===== src/bas_pkg.sv =====
// ----------------------------------------------------------------------------
// bas_pkg: shared types for the breakpoint address set
// Action and status codes, the control FSM state type and the token that
// walks the cell chain.
// ----------------------------------------------------------------------------
package bas_pkg;

	localparam int unsigned AddrW  = 16;
	localparam int unsigned CountW = 5;

	typedef enum logic [1:0] {
		ACT_LOOKUP = 2'd0,
		ACT_ADD    = 2'd1,
		ACT_DELETE = 2'd2,
		ACT_CLEAR  = 2'd3
	} action_t;

	typedef enum logic [1:0] {
		ST_OK        = 2'd0,
		ST_DUPLICATE = 2'd1,
		ST_FULL      = 2'd2,
		ST_NOT_FOUND = 2'd3
	} status_t;

	typedef enum logic [1:0] {
		FSM_IDLE,
		FSM_SEARCH,
		FSM_WRITE,
		FSM_HOLD
	} fsm_t;

	// Token handed from cell to cell, one cell per cycle.
	// free: in the search pass, a free cell was seen; in the write pass,
	// the address has been placed.
	typedef struct packed {
		logic              vld;
		logic              pass2;
		action_t           action;
		logic [AddrW-1:0]  address;
		logic              hit;
		logic              free;
	} tok_t;

endpackage


===== src/breakpoint_address_set.sv =====
// ----------------------------------------------------------------------------
// breakpoint_address_set: set of 16-bit breakpoint addresses
// Look up, add, delete and clear all over a chain of MAX_BREAKPOINTS cells.
// ----------------------------------------------------------------------------
//
// Channel   Dir  Beat contents (low bit first)
// s_*       in   action[1:0], address[17:2], zero pad to 24 bits
// m_*       out  hit[0], status[2:1], entry_count[7:3]
//
// One action at a time. A token enters cell 0 and moves one cell per clock,
// so the search pass visits every cell of the chain; an add that finds
// no duplicate and a free cell makes a second pass down the chain to
// place the address in the lowest free cell. The result then waits in
// the hold state until the output register frees and is registered there.
// s_tready is high only while no action is in the chain. A result that the
// sink does not take waits in the output register; the next action may run
// meanwhile and holds its own result until the register frees.
// Reset clears every valid bit and the count at once; stored addresses are
// never read while their cell is invalid.
// ----------------------------------------------------------------------------
module breakpoint_address_set #(
	parameter int unsigned MAX_BREAKPOINTS = 16
) (
	input  logic        clk,
	input  logic        arst_n,
	input  logic        s_tvalid,
	output logic        s_tready,
	input  logic [23:0] s_tdata,   // action[1:0], address[17:2], zeros[23:18]
	output logic        m_tvalid,
	input  logic        m_tready,
	output logic [7:0]  m_tdata    // hit[0], status[2:1], entry_count[7:3]
);

	// Count register just wide enough for a full store.
	localparam int unsigned CntW = $clog2(MAX_BREAKPOINTS + 1);

	bas_pkg::tok_t  tok [MAX_BREAKPOINTS+1];
	bas_pkg::tok_t  launch;
	bas_pkg::tok_t  tok_end;

	bas_pkg::fsm_t    state_q, state_d;
	logic [CntW-1:0]  cnt_q, cnt_d;
	logic             res_hit_q, res_hit_d;
	bas_pkg::status_t res_st_q, res_st_d;
	logic             m_tvalid_q, m_tvalid_d;
	logic [7:0]       m_tdata_q, m_tdata_d;
	logic             out_free;

	// Row of cells; token i+1 is the registered output of cell i.
	assign tok[0] = launch;

	for (genvar i = 0; i < MAX_BREAKPOINTS; i++) begin : g_cell
		bas_cell u_cell (
			.clk    (clk),
			.arst_n (arst_n),
			.tok_in (tok[i]),
			.tok_out(tok[i+1])
		);
	end

	assign tok_end  = tok[MAX_BREAKPOINTS];
	assign out_free = !m_tvalid_q || m_tready;
	assign s_tready = (state_q == bas_pkg::FSM_IDLE);

	always_comb begin
		state_d    = state_q;
		cnt_d      = cnt_q;
		res_hit_d  = res_hit_q;
		res_st_d   = res_st_q;
		launch     = '0;
		m_tvalid_d = m_tvalid_q && !m_tready;
		m_tdata_d  = m_tdata_q;

		unique case (state_q)
			bas_pkg::FSM_IDLE: begin
				if (s_tvalid) begin
					// launch the search pass
					launch.vld     = 1'b1;
					launch.action  = bas_pkg::action_t'(s_tdata[1:0]);
					launch.address = s_tdata[17:2];
					state_d        = bas_pkg::FSM_SEARCH;
				end
			end
			bas_pkg::FSM_SEARCH: begin
				if (tok_end.vld) begin
					res_hit_d = tok_end.hit;
					res_st_d  = bas_pkg::ST_OK;
					state_d   = bas_pkg::FSM_HOLD;
					unique case (tok_end.action)
						bas_pkg::ACT_LOOKUP: begin
						end
						bas_pkg::ACT_ADD: begin
							if (tok_end.hit) begin
								res_st_d = bas_pkg::ST_DUPLICATE;
							end else if (!tok_end.free) begin
								res_st_d = bas_pkg::ST_FULL;
							end else begin
								// send the address round again to claim a cell
								launch.vld     = 1'b1;
								launch.pass2   = 1'b1;
								launch.action  = bas_pkg::ACT_ADD;
								launch.address = tok_end.address;
								state_d        = bas_pkg::FSM_WRITE;
							end
						end
						bas_pkg::ACT_DELETE: begin
							if (tok_end.hit) begin
								cnt_d = cnt_q - CntW'(1);
							end else begin
								res_st_d = bas_pkg::ST_NOT_FOUND;
							end
						end
						bas_pkg::ACT_CLEAR: begin
							cnt_d = '0;
						end
					endcase
				end
			end
			bas_pkg::FSM_WRITE: begin
				if (tok_end.vld) begin
					cnt_d   = cnt_q + CntW'(1);
					state_d = bas_pkg::FSM_HOLD;
				end
			end
			bas_pkg::FSM_HOLD: begin
				// hold until the output register frees
				if (out_free) begin
					m_tvalid_d = 1'b1;
					m_tdata_d  = {bas_pkg::CountW'(cnt_q), res_st_q, res_hit_q};
					state_d    = bas_pkg::FSM_IDLE;
				end
			end
		endcase
	end

	always_ff @(posedge clk or negedge arst_n) begin
		if (!arst_n) begin
			state_q    <= bas_pkg::FSM_IDLE;
			cnt_q      <= '0;
			m_tvalid_q <= 1'b0;
		end else begin
			state_q    <= state_d;
			cnt_q      <= cnt_d;
			m_tvalid_q <= m_tvalid_d;
		end
	end

	always_ff @(posedge clk) begin
		res_hit_q <= res_hit_d;
		res_st_q  <= res_st_d;
		m_tdata_q <= m_tdata_d;
	end

	assign m_tvalid = m_tvalid_q;
	assign m_tdata  = m_tdata_q;

endmodule


===== src/bas_cell.sv =====
// ----------------------------------------------------------------------------
// bas_cell: one entry of the breakpoint chain
// Holds one address and its valid bit, checks the passing token against it
// and registers the token for the next cell.
// ----------------------------------------------------------------------------
module bas_cell (
	input  logic          clk,
	input  logic          arst_n,
	input  bas_pkg::tok_t tok_in,
	output bas_pkg::tok_t tok_out
);

	logic                      valid_q;
	logic                      valid_d;
	logic [bas_pkg::AddrW-1:0] addr_q;
	logic                      wr;
	logic                      match;
	bas_pkg::tok_t             tok_q;
	bas_pkg::tok_t             tok_d;

	assign match = valid_q && (addr_q == tok_in.address);

	always_comb begin
		tok_d   = tok_in;
		valid_d = valid_q;
		wr      = 1'b0;
		if (tok_in.vld) begin
			if (!tok_in.pass2) begin
				tok_d.hit  = tok_in.hit | match;
				tok_d.free = tok_in.free | !valid_q;
				unique case (tok_in.action)
					bas_pkg::ACT_LOOKUP, bas_pkg::ACT_ADD: begin
					end
					bas_pkg::ACT_DELETE: begin
						if (match) begin
							valid_d = 1'b0;
						end
					end
					bas_pkg::ACT_CLEAR: begin
						valid_d = 1'b0;
					end
				endcase
			end else if (!tok_in.free && !valid_q) begin
				// claim the lowest free cell
				valid_d    = 1'b1;
				wr         = 1'b1;
				tok_d.free = 1'b1;
			end
		end
	end

	always_ff @(posedge clk or negedge arst_n) begin
		if (!arst_n) begin
			valid_q <= 1'b0;
			tok_q   <= '0;
		end else begin
			valid_q <= valid_d;
			tok_q   <= tok_d;
		end
	end

	always_ff @(posedge clk) begin
		if (wr) begin
			addr_q <= tok_in.address;
		end
	end

	assign tok_out = tok_q;

endmodule


===== config.mk =====
export PLATFORM = sky130hd
export DESIGN_NAME = breakpoint_address_set
export DESIGN_NICKNAME = d
export VERILOG_FILES = /design/src/bas_pkg.sv /design/src/breakpoint_address_set.sv /design/src/bas_cell.sv
export SDC_FILE = /design/constraint.sdc
export NUM_CORES = 1
export LEC_CHECK = 0
export BUFFER_PORTS_ARGS = -buffer_cell sky130_fd_sc_hd__clkbuf_2
export CAP_MARGIN = 0
export CORE_ASPECT_RATIO = 1.2
export CORE_MARGIN = 5
export CORE_UTILIZATION = 40
export DETAILED_ROUTE_END_ITERATION = 7
export MAX_ROUTING_LAYER = met4
export PLACE_DENSITY_LB_ADDON = 0.15
export SYNTH_ARGS = -nofsm -noshare
export SYNTH_HDL_FRONTEND = slang
export SYNTH_SLANG_ARGS = --single-unit
export TNS_END_PERCENT = 100

===== constraint.sdc =====
create_clock -name clk -period 6.4 [get_ports clk]
set_clock_uncertainty 0.15 [all_clocks]
set_input_delay 0.64 -clock clk [delete_from_list [all_inputs] [get_ports clk]]
set_output_delay 0.64 -clock clk [all_outputs]
set_load 0.005 [all_outputs]

Yosys cells after proc, flatten, opt, wreduce, memory -nomap -nowiden
Cells that the tools add are included.
W data, S select, Z words.
- add/subtract/negate cells: 2
- eq/ne operators: 91
- multiplexer cells: 202
- bitwise operators: 30
- reductions and logical operators: 104
- operators with widths (operator ; count):
    $eq A16 B16 Y1 ; 16
    $mux W1 ; 149
    $mux W20 ; 4
    $eq A2 B2 Y1 const B ; 36
    $reduce_and A4 Y1 ; 16
    $ne A3 B2 Y1 const B ; 16
    $reduce_bool A3 Y1 ; 16
    $mux W2 ; 23
    $pmux W18 S2 ; 1
    $ne A2 B1 Y1 const B ; 17
    $pmux W1 S2 ; 17
    $logic_not A1 Y1 ; 33
    $logic_and A1 B1 Y1 ; 32
    $or A1 B1 Y1 ; 30
    $pmux W5 S2 ; 2
    $mux W18 ; 1
    $mux W5 ; 3
    $pmux W2 S4 ; 1
    $ne A3 B1 Y1 const B ; 2
    $add A5 B1 Y5 const B ; 1
    $reduce_and A5 Y1 ; 1
    $sub A5 B1 Y5 const B ; 1
    $eq A2 B1 Y1 const B ; 2
    $ne A2 B2 Y1 const B ; 2
    6 further kinds ; 7
- bits in registers: 642
- input port bits: 28
- output and inout port bits: 10
- logic and storage cells: 562

Longest topological paths before layout
Gate-level depths: netlist (run 1).
- word-level depth: 10
- mapped depth: 10

Hierarchy
From an unflattened synthesis (run 1), not the netlist that was laid out.
- cell total of the unflattened synthesis: 1282
- area total of the unflattened synthesis: 22012.4 um^2
- modules (own cells, without submodules) (module ; times used ; cells each ; area an instance (um^2) ; sequential area each (um^2)):
    bas_cell ; 16 ; 73 ; 1298.7 ; 1056.0
    breakpoint_address_set ; 1 ; 114 ; 1232.4 ; 530.5

Least setup slack after synthesis (run 1)
No wires, ideal clock.
- path type: reg2reg
- start point: register g_cell[15].u_cell.valid_q
- end point: register g_cell[15].u_cell.addr_q[0] (netlist name) (enable)
- library setup time: 434 ps
- arrival time: 2125 ps
- path slack: 3691 ps
- cell stages (with the launch flop): 2
- period minus slack after synthesis: 2709 ps
- path through: dfrtp_1 -> nor4bb_1
- word-level cells in the longest chain between the ends: 5
- RTL lines (item ; line ; source):
    start, declared ; bas_cell.sv:13 ; logic valid_q;
    start signal, assigned ; bas_cell.sv:57 ; valid_q <= valid_d;
    $logic_not A1 Y1 ; bas_cell.sv:43 ; end else if (!tok_in.free && !valid_q) begin
    $logic_and A1 B1 Y1 ; bas_cell.sv:43 ;
    $mux W1 ; bas_cell.sv:43 ;
    $mux W1 ; bas_cell.sv:28 ; if (!tok_in.pass2) begin
    $mux W1 ; bas_cell.sv:27 ; if (tok_in.vld) begin
    named net g_cell[15].u_cell.wr ; bas_cell.sv:16 ; logic wr;
    end signal, assigned ; bas_cell.sv:64 ; addr_q <= tok_in.address;
    end, declared ; bas_cell.sv:15 ; logic [bas_pkg::AddrW-1:0] addr_q;
The timed path passes the listed nets, and every way through them passes these cells.
A chain may end at the register's enable or synchronous reset.

==> impl_metrics.csv, run 1 <==
group,metric,value,unit
synthesis,synth_ff_type,"sky130_fd_sc_hd__dfrtp_1",
layout,layout.filler_cells,4697,
floorplan,fp.dieW,224,µm
timing,fin_worst_hold_slack,0.205,ns
route,drtAntennaViolNets,0,
timing,hold_viol,0,
global_route,grt_max_degree,156,
layout,layout.cells.most_common,"sky130_fd_sc_hd__dfrtp_1",
clock_network,clock_tree.root_cell,"sky130_fd_sc_hd__clkbuf_16",
route,number_of_detailed_routing_iterations_run_before_antenna_repair,5,
synthesis,yosysTopAreaCellShare,42.7,%
synthesis,yosys_warnings,0,
route,overall_via_count_from_detail_route,10300,
power,p_sw,0.00233,W
global_route,grt_overflow_total,0,
route,detailed_route_drc_error_count,0,
run_status,run_status,"finished clean",
timing,grt_setup_unrepaired,"no",
power,p_leak,10.8,nW
timing,fmax,337,MHz
synthesis,synthesized_area_per_cell,17.0,µm²
synthesis,synth.cell_area,22000,µm²
clock_network,total_number_of_h_tree_levels,3,
clock_network,cts-buffers-inserted,66,
route,drt-wirelength-per-cell,18.2,µm
timing,finalSetupViolCount,0,
run,cap_violations,0,
synthesis,synth-seq-cells,642,
floorplan,floorplan.die_area,59800,µm²
power,power-per-cell-area,381,nW/µm²
layout,area_growth_syn_to_layout,16.0,%
power,netSwitchingFraction,24.0,%
power,clkPwrFrac,39.6,%
clock_network,cts_setup_buffers,0,
clock_network,path_clk_slew,0.06,ns
layout,num_antenna_cells,0,
power,vdd_ir_drop_max,0.000252,V
placement,finalWeightedCongestion,0.783,
worst_setup_path,worst_setup_path_start_kind,"flip-flop",
synthesis,synth_top_cells_by_area,"sky130_fd_sc_hd__dfrtp_1 43%, sky130_fd_sc_hd__edfxtp_1 36%, sky130_fd_sc_hd__xor2_1 7.3%",
worst_setup_path,signal_arrival_time_at_the_worst_endpoint,3.33,ns
global_route,antenna_found_initial,0,
route,detail_route.iter0.violations,599,
floorplan,core_area,54700,µm²
layout,post_route_cells_drive_above_1_share,10.8,%
worst_setup_path,criticalPathCategory,"reg2reg",
floorplan,floorplan.initialDensity,40.2,%
power,internal_power,0.00739,W
clock_network,cts_tree,"built",
global_route,grt_pass1_wl,62800,µm
worst_setup_path,worst-endpoint-required,6.76,ns
global_route,gr-usage-all-layers,13.8,%
synthesis,postSynth.asyncResetShare,58.4,%
layout,layout.cells.most_common_list,"375 x sky130_fd_sc_hd__dfrtp_1, 267 x sky130_fd_sc_hd__edfxtp_1, 184 x sky130_fd_sc_hd__xor2_1, 69 x sky130_fd_sc_hd__clkbuf_16, 61 x sky130_fd_sc_hd__xnor2_1",
floorplan,pin_count,38,
clock_network,clkLatencyLatePin,0.58,ns
layout,nNetsFinal,1426,
floorplan,num_rows,94,
synthesis,synth_cell_types,48,
route,viasPerCell,4.75,
worst_setup_path,largest_fanout_on_the_critical_path,17,
timing,fin_setup_tns,0,ns
clock_network,cts_buffer_depth,3,
synthesis,synth_enable_flop_cells,267,
hold_path,holdCritPathClass,"in2reg",
power,p_comb_share,7.1,%
route,route.final.wire_length,39300,µm
clock_network,postCtsResizedCells,0,
timing,tightest_slew,1.19,ns
timing,timing.final.crit_period,2.97,ns
synthesis,synth.net_count,1334,
worst_setup_path,timing.critical_path.to_type,"flip-flop",
synthesis,ys_seq_area_share,79.1,%
timing,final_max_slew_viol_count,0,
placement,hpwl,25900,µm
clock_network,clock-sinks,642,
power,pwr-share-seq,53.3,%
floorplan,overall_die_height,267,µm
placement,port_buffers,31,
synthesis,synth_cells,1297,
timing,post-route-period-util,46.4,%
global_route,first_global_vias,11100,
timing,slew-limit-headroom,20.5,%
synthesis,synth.largest_area_cell,"sky130_fd_sc_hd__dfrtp_1",
clock_network,post_cts_hold_buffer_count,1,
==> flip-flops by register name, summed over array words and instances (netlist names) <==
name	flops
g_cell.u_cell.valid_q	16
cnt_q	5
m_tdata	8
res_st_q	2
g_cell.u_cell.addr_q	256
g_cell.u_cell.tok_out	351
state_q	2
m_tvalid	1
res_hit_q	1
==> path summary, 6_finish.rpt <==
check                                                                to  cells past startpoint                                     from  slack [ns]
worst max-delay path              g_cell[0].u_cell.tok_out[1]$_DFF_PN0_                      7                   state_q[0]$_DFFE_PN0P_        3.43
worst min register to register  g_cell[11].u_cell.tok_out[18]$_DFF_PN0_                      0  g_cell[10].u_cell.tok_out[18]$_DFF_PN0_        0.22
worst max register to register    g_cell[0].u_cell.tok_out[1]$_DFF_PN0_                      7                   state_q[0]$_DFFE_PN0P_        3.43
max in group asynchronous         g_cell[4].u_cell.tok_out[8]$_DFF_PN0_                      3                                   arst_n        4.19
worst min-delay path             g_cell[0].u_cell.tok_out[18]$_DFF_PN0_                      3                               s_tdata[0]        0.21
min in group asynchronous        g_cell[13].u_cell.tok_out[2]$_DFF_PN0_                      2                                   arst_n        0.54
==> through the flow <==
stage	total power, W	std cells	utilization (%)	instance area, µm²	worst slack (ns)
3_3_place_gp	0.00594	2040	42.5	23300	3.45
5_1_grt	0.0102	2163	46.6	25500	3.24
3_5_place_dp	0.00596	2040	42.5	23300	3.46
4_1_cts	0.00989	2163	46.6	25500	3.45
2_1_floorplan	0.00557	1297	-	22000	3.69
6_report	0.00972	2163	46.6	25500	3.43
==> routing by layer <==
metal  global-route usage [%]  up-vias  routed length [µm]
met4                     5.05        0                1000
li1                         -     4800                   -
met3                     2.66       67                1300
met2                     23.0      153               20300
met1                     17.0     5245               16700
met5                        -        -                   0
==> area by class of cell <==
type	instances	area, µm²	area share (%)
multi-input cells	593	4560	17.9
clock buffers	104	2000	7.83
repair buffers	36	230	0.903
well taps	720	901	3.53
clock inverters	18	231	0.908
flip-flops and latches	642	17400	68.2
inverters	50	188	0.736
==> power by group through the flow <==
stage / sequential [W] / clock, W / combinational, W
6_report: 0.00518 / 0.00385 / 0.000686
5_1_grt: 0.00525 / 0.00417 / 0.000778
4_1_cts: 0.00520 / 0.00399 / 0.000700
3_5_place_dp: 0.00527 / 0 / 0.000694
3_3_place_gp: 0.00526 / 0 / 0.000681
2_1_floorplan: 0.00507 / 0 / 0.000505
==> cells in the mapped netlist (17+ instances only) <==
cell,count
sky130_fd_sc_hd__xnor2_1,61
sky130_fd_sc_hd__o31ai_1,32
sky130_fd_sc_hd__nand4_1,17
sky130_fd_sc_hd__nor2_1,21
sky130_fd_sc_hd__nor4_1,45
sky130_fd_sc_hd__a21oi_1,24
sky130_fd_sc_hd__edfxtp_1,267
sky130_fd_sc_hd__dfrtp_1,375
sky130_fd_sc_hd__inv_1,49
sky130_fd_sc_hd__xor2_1,184
sky130_fd_sc_hd__nand2_1,50
sky130_fd_sc_hd__nand3_1,27
==> critical path, cell delays in order, from the launching register on <==
cell and delay [ns]:
sky130_fd_sc_hd__dfrtp_1 0.41, sky130_fd_sc_hd__inv_1 0.13, sky130_fd_sc_hd__ha_1 0.44, sky130_fd_sc_hd__and2_1 0.61, sky130_fd_sc_hd__nand2_1 0.15, sky130_fd_sc_hd__a2111oi_0 0.54, sky130_fd_sc_hd__o2111a_1 0.31, sky130_fd_sc_hd__and3_1 0.16
==> kinds of logic (layout without fill, tap and decap cells) <==
| family | count (synthesis) | count (layout) | share of synthesized area (%) |
|---|---|---|---|
| flops | 642 | 642 | 79.1 |
| xor+xnor | 245 | 245 | 9.76 |
| simple gates | 211 | 211 | 5.35 |
| compound gates | 126 | 126 | 3.97 |
| buf+inv | 62 | 208 | 1.19 |
| fa+ha+maj | 9 | 9 | 0.512 |
| mux | 2 | 2 | 0.102 |
(Power assumes the default switching activity.)
==> run 2, diff against run 1 <==
==> constraint.sdc (replaced) <==
create_clock -name clk -period 2.72 [get_ports clk]
set_clock_uncertainty 0.15 [all_clocks]
set_input_delay 0.272 -clock clk [delete_from_list [all_inputs] [get_ports clk]]
set_output_delay 0.272 -clock clk [all_outputs]
set_load 0.005 [all_outputs]
==> run 2 against run 1 <==
Net effect: sequential share of layout area decreased by 0.80 points; register-to-register slack worse by 3.1 ns; worst hold slack got worse by 0.18 ns; fmax increased by 23%; routed wire length grew 0.95%; first-iteration DRC count is 4.7% higher; via count rose by 1.9%; clock-buffer cell count fell by 4; critical path depth up 1; sequential power grew 140%; total power is 130% higher.
==> impl_metrics.csv, run 2 (synthesis gave the netlist of run 1 again) <==
group,metric,value,unit
run_status,run_status,"finished clean",
placement,finalWeightedCongestion,0.811,
floorplan,pin_count,38,
timing,fin_worst_hold_slack,0.0232,ns
layout,layout.cells.most_common,"sky130_fd_sc_hd__dfrtp_1",
route,drtAntennaViolNets,0,
worst_setup_path,worst_r2r_startpoint,"state_q[0]$_DFFE_PN0P_",
clock_network,path_clk_slew,0.07,ns
route,route.final.wire_length,39700,µm
clock_network,cts_buffer_depth,3,
power,p_leak,10.9,nW
timing,timing.final.crit_period,2.41,ns
timing,grt_setup_unrepaired,"no",
timing,fmax,415,MHz
global_route,grt_pass1_wl,64100,µm
worst_setup_path,worst_setup_path_startpoint,"state_q[0]$_DFFE_PN0P_",
worst_setup_path,worst-endpoint-required,3.11,ns
worst_setup_path,timing.critical_path.to_type,"flip-flop",
layout,largest_reg_flops,351,
layout,layout.cells.most_common_list,"375 x sky130_fd_sc_hd__dfrtp_1, 267 x sky130_fd_sc_hd__edfxtp_1, 184 x sky130_fd_sc_hd__xor2_1, 67 x sky130_fd_sc_hd__clkbuf_16, 61 x sky130_fd_sc_hd__xnor2_1",
worst_setup_path,worstPathCellList,"inv_1 -> ha_1 -> and2_1 -> buf_4 -> a32o_1 -> xor2_1 -> nor4_2 -> and3_1",
timing,post-route-period-util,88.6,%
timing,tightest_slew,0.506,ns
global_route,grt_overflow_total,0,
floorplan,floorplan.initialDensity,40.2,%
layout,layout.filler_cells,4705,
run,cap_violations,0,
floorplan,floorplan.die_area,59800,µm²
power,power-per-cell-area,872,nW/µm²
global_route,antenna_found_initial,0,
route,viasPerCell,4.75,
clock_network,clock_tree.root_cell,"sky130_fd_sc_hd__clkbuf_16",
layout,nNetsFinal,1467,
floorplan,fp.dieW,224,µm
layout,area_growth_syn_to_layout,17.3,%
clock_network,cts-buffers-inserted,61,
route,overall_via_count_from_detail_route,10500,
route,drt-wirelength-per-cell,18.0,µm
route,detail_route.iter0.violations,627,
timing,hold_viol,0,
clock_network,clock-sinks,642,
timing,finalSetupViolCount,0,
global_route,first_global_vias,11300,
worst_setup_path,worst_setup_path_start_kind,"flip-flop",
floorplan,core_area,54700,µm²
clock_network,cts_tree,"built",
layout,num_antenna_cells,0,
global_route,gr-usage-all-layers,14.1,%
hold_path,holdCritPathClass,"in2async",
clock_network,cts_setup_buffers,0,
global_route,grt_max_degree,87,
timing,fin_setup_tns,0,ns
timing,final_max_slew_viol_count,0,
worst_setup_path,timing.critical_path.slowest_cell_delay,0.39,ns
floorplan,num_rows,94,
placement,hpwl,26700,µm
timing,slew-limit-headroom,65.9,%
floorplan,overall_die_height,267,µm
worst_setup_path,crit_slowest_cell,"sky130_fd_sc_hd__dfrtp_1",
route,number_of_detailed_routing_iterations_run_before_antenna_repair,6,
worst_setup_path,timing.reg2reg.setup_slack,0.31,ns
route,detailed_route_drc_error_count,0,
clock_network,total_number_of_h_tree_levels,2,
layout,post_route_cells_drive_above_1_share,12.1,%
placement,port_buffers,31,
worst_setup_path,signal_arrival_time_at_the_worst_endpoint,2.80,ns
power,vdd_ir_drop_max,0.000514,V
worst_setup_path,criticalPathCategory,"reg2reg",
worst_setup_path,largest_fanout_on_the_critical_path,11,
clock_network,clkLatencyLatePin,0.61,ns
[run 2: final timing paths]
kind / to / depth (start not counted)
max reg2reg: g_cell[0].u_cell.tok_out[1]$_DFF_PN0_ / 8
min reg2reg: g_cell[6].u_cell.tok_out[19]$_DFF_PN0_ / 0
min in group clk: g_cell[0].u_cell.tok_out[21]$_DFF_PN0_ / 4
min: g_cell[11].u_cell.tok_out[11]$_DFF_PN0_ / 2
max: g_cell[0].u_cell.tok_out[1]$_DFF_PN0_ / 8
max in group asynchronous: g_cell[4].u_cell.tok_out[2]$_DFF_PN0_ / 3
[run 2: metrics by stage]
| step | instances | area, µm² | setup WS, ns | total power [W] | utilization, % |
|---|---|---|---|---|---|
| final | 2203 | 25800 | 0.310 | 0.0225 | 47.2 |
| after global routing | 2203 | 25800 | 0.217 | 0.0236 | 47.2 |
| after CTS | 2203 | 25800 | 0.314 | 0.0229 | 47.2 |
| after detailed placement | 2065 | 23500 | 0.331 | 0.0141 | 42.9 |
| after global placement | 2065 | 23500 | 0.403 | 0.0141 | 42.9 |
| after floorplan | 1297 | 22000 | 0.0108 | 0.0131 | - |
[run 2: timing repair]
item	CTS	global route
hold buffers	22	0
hold endpoints to repair	411	0
resized for setup	0	0
[run 2: per-layer routing]
metal	vias to the layer above	wire length [µm]	track usage [%]	part of all wire, %
met5	-	0	-	0
met4	0	914	3.99	2.3
met3	71	1520	2.86	3.8
met2	154	21000	24.3	53
met1	5344	16200	16.9	41
li1	4891	-	-	-
[run 2: layout make-up]
type / instances / area, µm² / area share, %
clock inverters: 16 / 138 / 0.533
flip-flops and latches: 642 / 17400 / 67.4
well taps: 720 / 901 / 3.49
clock buffers: 100 / 1970 / 7.64
multi-input cells: 593 / 4560 / 17.7
inverters: 50 / 188 / 0.727
repair buffers: 82 / 653 / 2.53
[run 2: power by group]
part | internal [W] | switching [W] | total, W
Clock | 0.00512 | 0.00348 | 0.00860
Sequential | 0.0112 | 0.00100 | 0.0122
Combinational | 0.000809 | 0.000912 | 0.00172
[run 2: worst max-delay path, delay by kind of cell, from the launching register on]
| kind | cells | cell delay (ns) |
|---|---|---|
| simple gates | 3 | 0.85 |
| flops | 1 | 0.39 |
| buf+inv | 2 | 0.32 |
| compound gates | 1 | 0.25 |
| fa+ha+maj | 1 | 0.22 |
| xor+xnor | 1 | 0.17 |
==> run 3, diff against run 2 <==
--- a/config.mk
+++ b/config.mk
@@ -5,12 +5,12 @@
 export SDC_FILE = /design/constraint.sdc
 export NUM_CORES = 1
 export LEC_CHECK = 0
-export BUFFER_PORTS_ARGS = -buffer_cell sky130_fd_sc_hd__clkbuf_2
 export CAP_MARGIN = 0
 export CORE_ASPECT_RATIO = 1.2
-export CORE_MARGIN = 5
+export CORE_MARGIN = 2
 export CORE_UTILIZATION = 40
 export DETAILED_ROUTE_END_ITERATION = 7
+export DONT_BUFFER_PORTS = 1
 export MAX_ROUTING_LAYER = met4
 export PLACE_DENSITY_LB_ADDON = 0.15
 export SYNTH_ARGS = -nofsm -noshare
==> run 3 against run 2 <==
Net effect: the run now ends with negative hold slack left; setup slack worse by 0.079 ns; clock power is 4.0% higher; sequential share of layout area up 0.49 points; via count shrank 1.2%; routed wire length down 0.82%; first-iteration DRC count increased by 1.1%; sequential power about the same; total power up 0.70%; critical path type unchanged.
==> impl_metrics.csv, run 3 (synthesis gave the netlist of run 1 again) <==
group,metric,value,unit
run_status,run_status,"complete, but fails checks",
run_status,violations,"negative hold slack",
placement,finalWeightedCongestion,0.823,
clock_network,clkLatencyLatePin,0.58,ns
power,p_leak,10.8,nW
global_route,gr-usage-all-layers,15.0,%
hold_path,holdCritPathClass,"in2async",
global_route,first_global_vias,11100,
layout,post_route_cells_drive_above_1_share,9.86,%
global_route,globalRoute.busiestLayer,"met2",
clock_network,clock-sinks,642,
route,detailed_route_drc_error_count,0,
layout,final_cells,2170,
timing,grt_setup_unrepaired,"no",
timing,post-route-period-util,91.5,%
floorplan,num_rows,94,
placement,numPlacedInstances,2028,
route,viasPerCell,4.76,
clock_network,post_cts_hold_buffer_count,21,
placement,port_buffers,0,
layout,layout.filler_cells,4715,
worst_setup_path,criticalPathCategory,"reg2reg",
run,cap_violations,0,
timing,final_max_slew_viol_count,0,
timing,finalSetupViolCount,0,
floorplan,pin_count,38,
timing,tightest_slew,0.815,ns
floorplan,floorplan.initialDensity,40.3,%
timing,fin_worst_hold_slack,-0.747,ns
worst_setup_path,worst_setup_path_start_kind,"flip-flop",
route,number_of_detailed_routing_iterations_run_before_antenna_repair,5,
timing,fmax,402,MHz
layout,layout.cells.most_common_list,"375 x sky130_fd_sc_hd__dfrtp_1, 267 x sky130_fd_sc_hd__edfxtp_1, 184 x sky130_fd_sc_hd__xor2_1, 71 x sky130_fd_sc_hd__clkbuf_16, 61 x sky130_fd_sc_hd__xnor2_1",
layout,multiInputGateArea,4560,µm²
global_route,antenna_found_initial,0,
route,drtAntennaViolNets,0,
layout,nNetsFinal,1434,
layout,sequential_cell_area,17400,µm²
global_route,grt_max_degree,376,
worst_setup_path,timing.critical_path.to_type,"flip-flop",
layout,largest_reg_flops,351,
route,overall_via_count_from_detail_route,10300,
worst_setup_path,largest_fanout_on_the_critical_path,13,
clock_network,clock_tree.root_cell,"sky130_fd_sc_hd__clkbuf_16",
floorplan,core_area,54600,µm²
clock_network,cts-buffers-inserted,66,
clock_network,cts_tree,"built",
global_route,grt_overflow_total,0,
route,route.final.wire_length,39400,µm
power,power-per-cell-area,885,nW/µm²
global_route,grt_util_met2,25.7,%
clock_network,total_number_of_h_tree_levels,3,
layout,num_antenna_cells,0,
global_route,grt_pass1_wl,62900,µm
worst_setup_path,worst-endpoint-required,3.02,ns
layout,layout.cells.most_common,"sky130_fd_sc_hd__dfrtp_1",
global_route,gr-usage-met1,17.7,%
floorplan,floorplan.die_area,56900,µm²
floorplan,fp.dieW,218,µm
clock_network,cts_buffer_depth,3,
route,detail_route.iter0.violations,634,
timing,slew-limit-headroom,45.6,%
clock_network,cts_setup_buffers,0,
clock_network,postCtsResizedCells,0,
power,total_power,0.0227,W
timing,timing.final.crit_period,2.49,ns
layout,area_growth_syn_to_layout,16.5,%
timing,hold_viol,375,
power,vdd_ir_drop_max,0.000542,V
placement,hpwl,25600,µm
route,drt-wirelength-per-cell,18.1,µm
global_route,met3_usage,2.73,%
worst_setup_path,signal_arrival_time_at_the_worst_endpoint,2.79,ns
timing,fin_setup_tns,0,ns
floorplan,overall_die_height,261,µm
clock_network,path_clk_slew,0.06,ns
-- run 3: changes by cell type in the layout (fill, tap and decap cells not counted), sizes merged --
cell,change
bufinv,+2
inv,+1
clkinv,+4
clkbuf,-33
dlygate4sd3,-1
buf,-7
clkinvlp,+1
-- run 3: routing by layer --
layer	share of wire (%)	routed length, µm
met5	0	0
met4	2.3	918
met3	3.6	1410
met2	53	20800
met1	41	16300
-- run 3: worst paths after layout --
kind                                                         start                                       to  slack [ns]  depth (start not counted)
max                                         state_q[0]$_DFFE_PN0P_     g_cell[0].u_cell.valid_q$_DFFE_PN0P_        0.23                          7
min                                                         arst_n   g_cell[3].u_cell.tok_out[17]$_DFF_PN0_       -0.75                          0
max reg2reg                                 state_q[0]$_DFFE_PN0P_     g_cell[0].u_cell.valid_q$_DFFE_PN0P_        0.23                          7
min reg2reg                g_cell[10].u_cell.tok_out[19]$_DFF_PN0_  g_cell[11].u_cell.tok_out[19]$_DFF_PN0_        0.22                          0
max in group asynchronous                                   arst_n   g_cell[13].u_cell.tok_out[4]$_DFF_PN0_        2.49                          0
min in group clk                                          s_tvalid   g_cell[0].u_cell.tok_out[18]$_DFF_PN0_        0.07                          3
-- run 3: per-stage QoR --
| stage | area [µm²] | worst slack [ns] | util, % |
|---|---|---|---|
| 2_1_floorplan | 22000 | 0.0108 | - |
| 3_3_place_gp | 23200 | 0.310 | 42.5 |
| 3_5_place_dp | 23200 | 0.276 | 42.5 |
| 4_1_cts | 25600 | 0.239 | 47.0 |
| 5_1_grt | 25600 | 0.0741 | 47.0 |
| 6_report | 25600 | 0.231 | 47.0 |
-- run 3: critical path, stage by stage, from the launching register on --
cell and delay (ns):
sky130_fd_sc_hd__dfrtp_1 0.42, sky130_fd_sc_hd__inv_1 0.13, sky130_fd_sc_hd__ha_1 0.18, sky130_fd_sc_hd__and2_1 0.47, sky130_fd_sc_hd__nand2_1 0.13, sky130_fd_sc_hd__a2111oi_0 0.48, sky130_fd_sc_hd__o2111a_1 0.29, sky130_fd_sc_hd__a31oi_1 0.09
-- run 3: final cells by class --
cell class / instances / area share, %
Clock inverter: 24 / 0.894
Tap cell: 720 / 3.52
Clock buffer: 97 / 7.67
Timing Repair Buffer: 44 / 1.49
Multi-Input combinational cell: 593 / 17.8
Sequential cell: 642 / 67.9
Inverter: 50 / 0.732
-- run 3: power breakdown --
part | switching, W | internal, W
registers | 0.00102 | 0.0112
logic | 0.000763 | 0.000749
clock network | 0.00354 | 0.00540
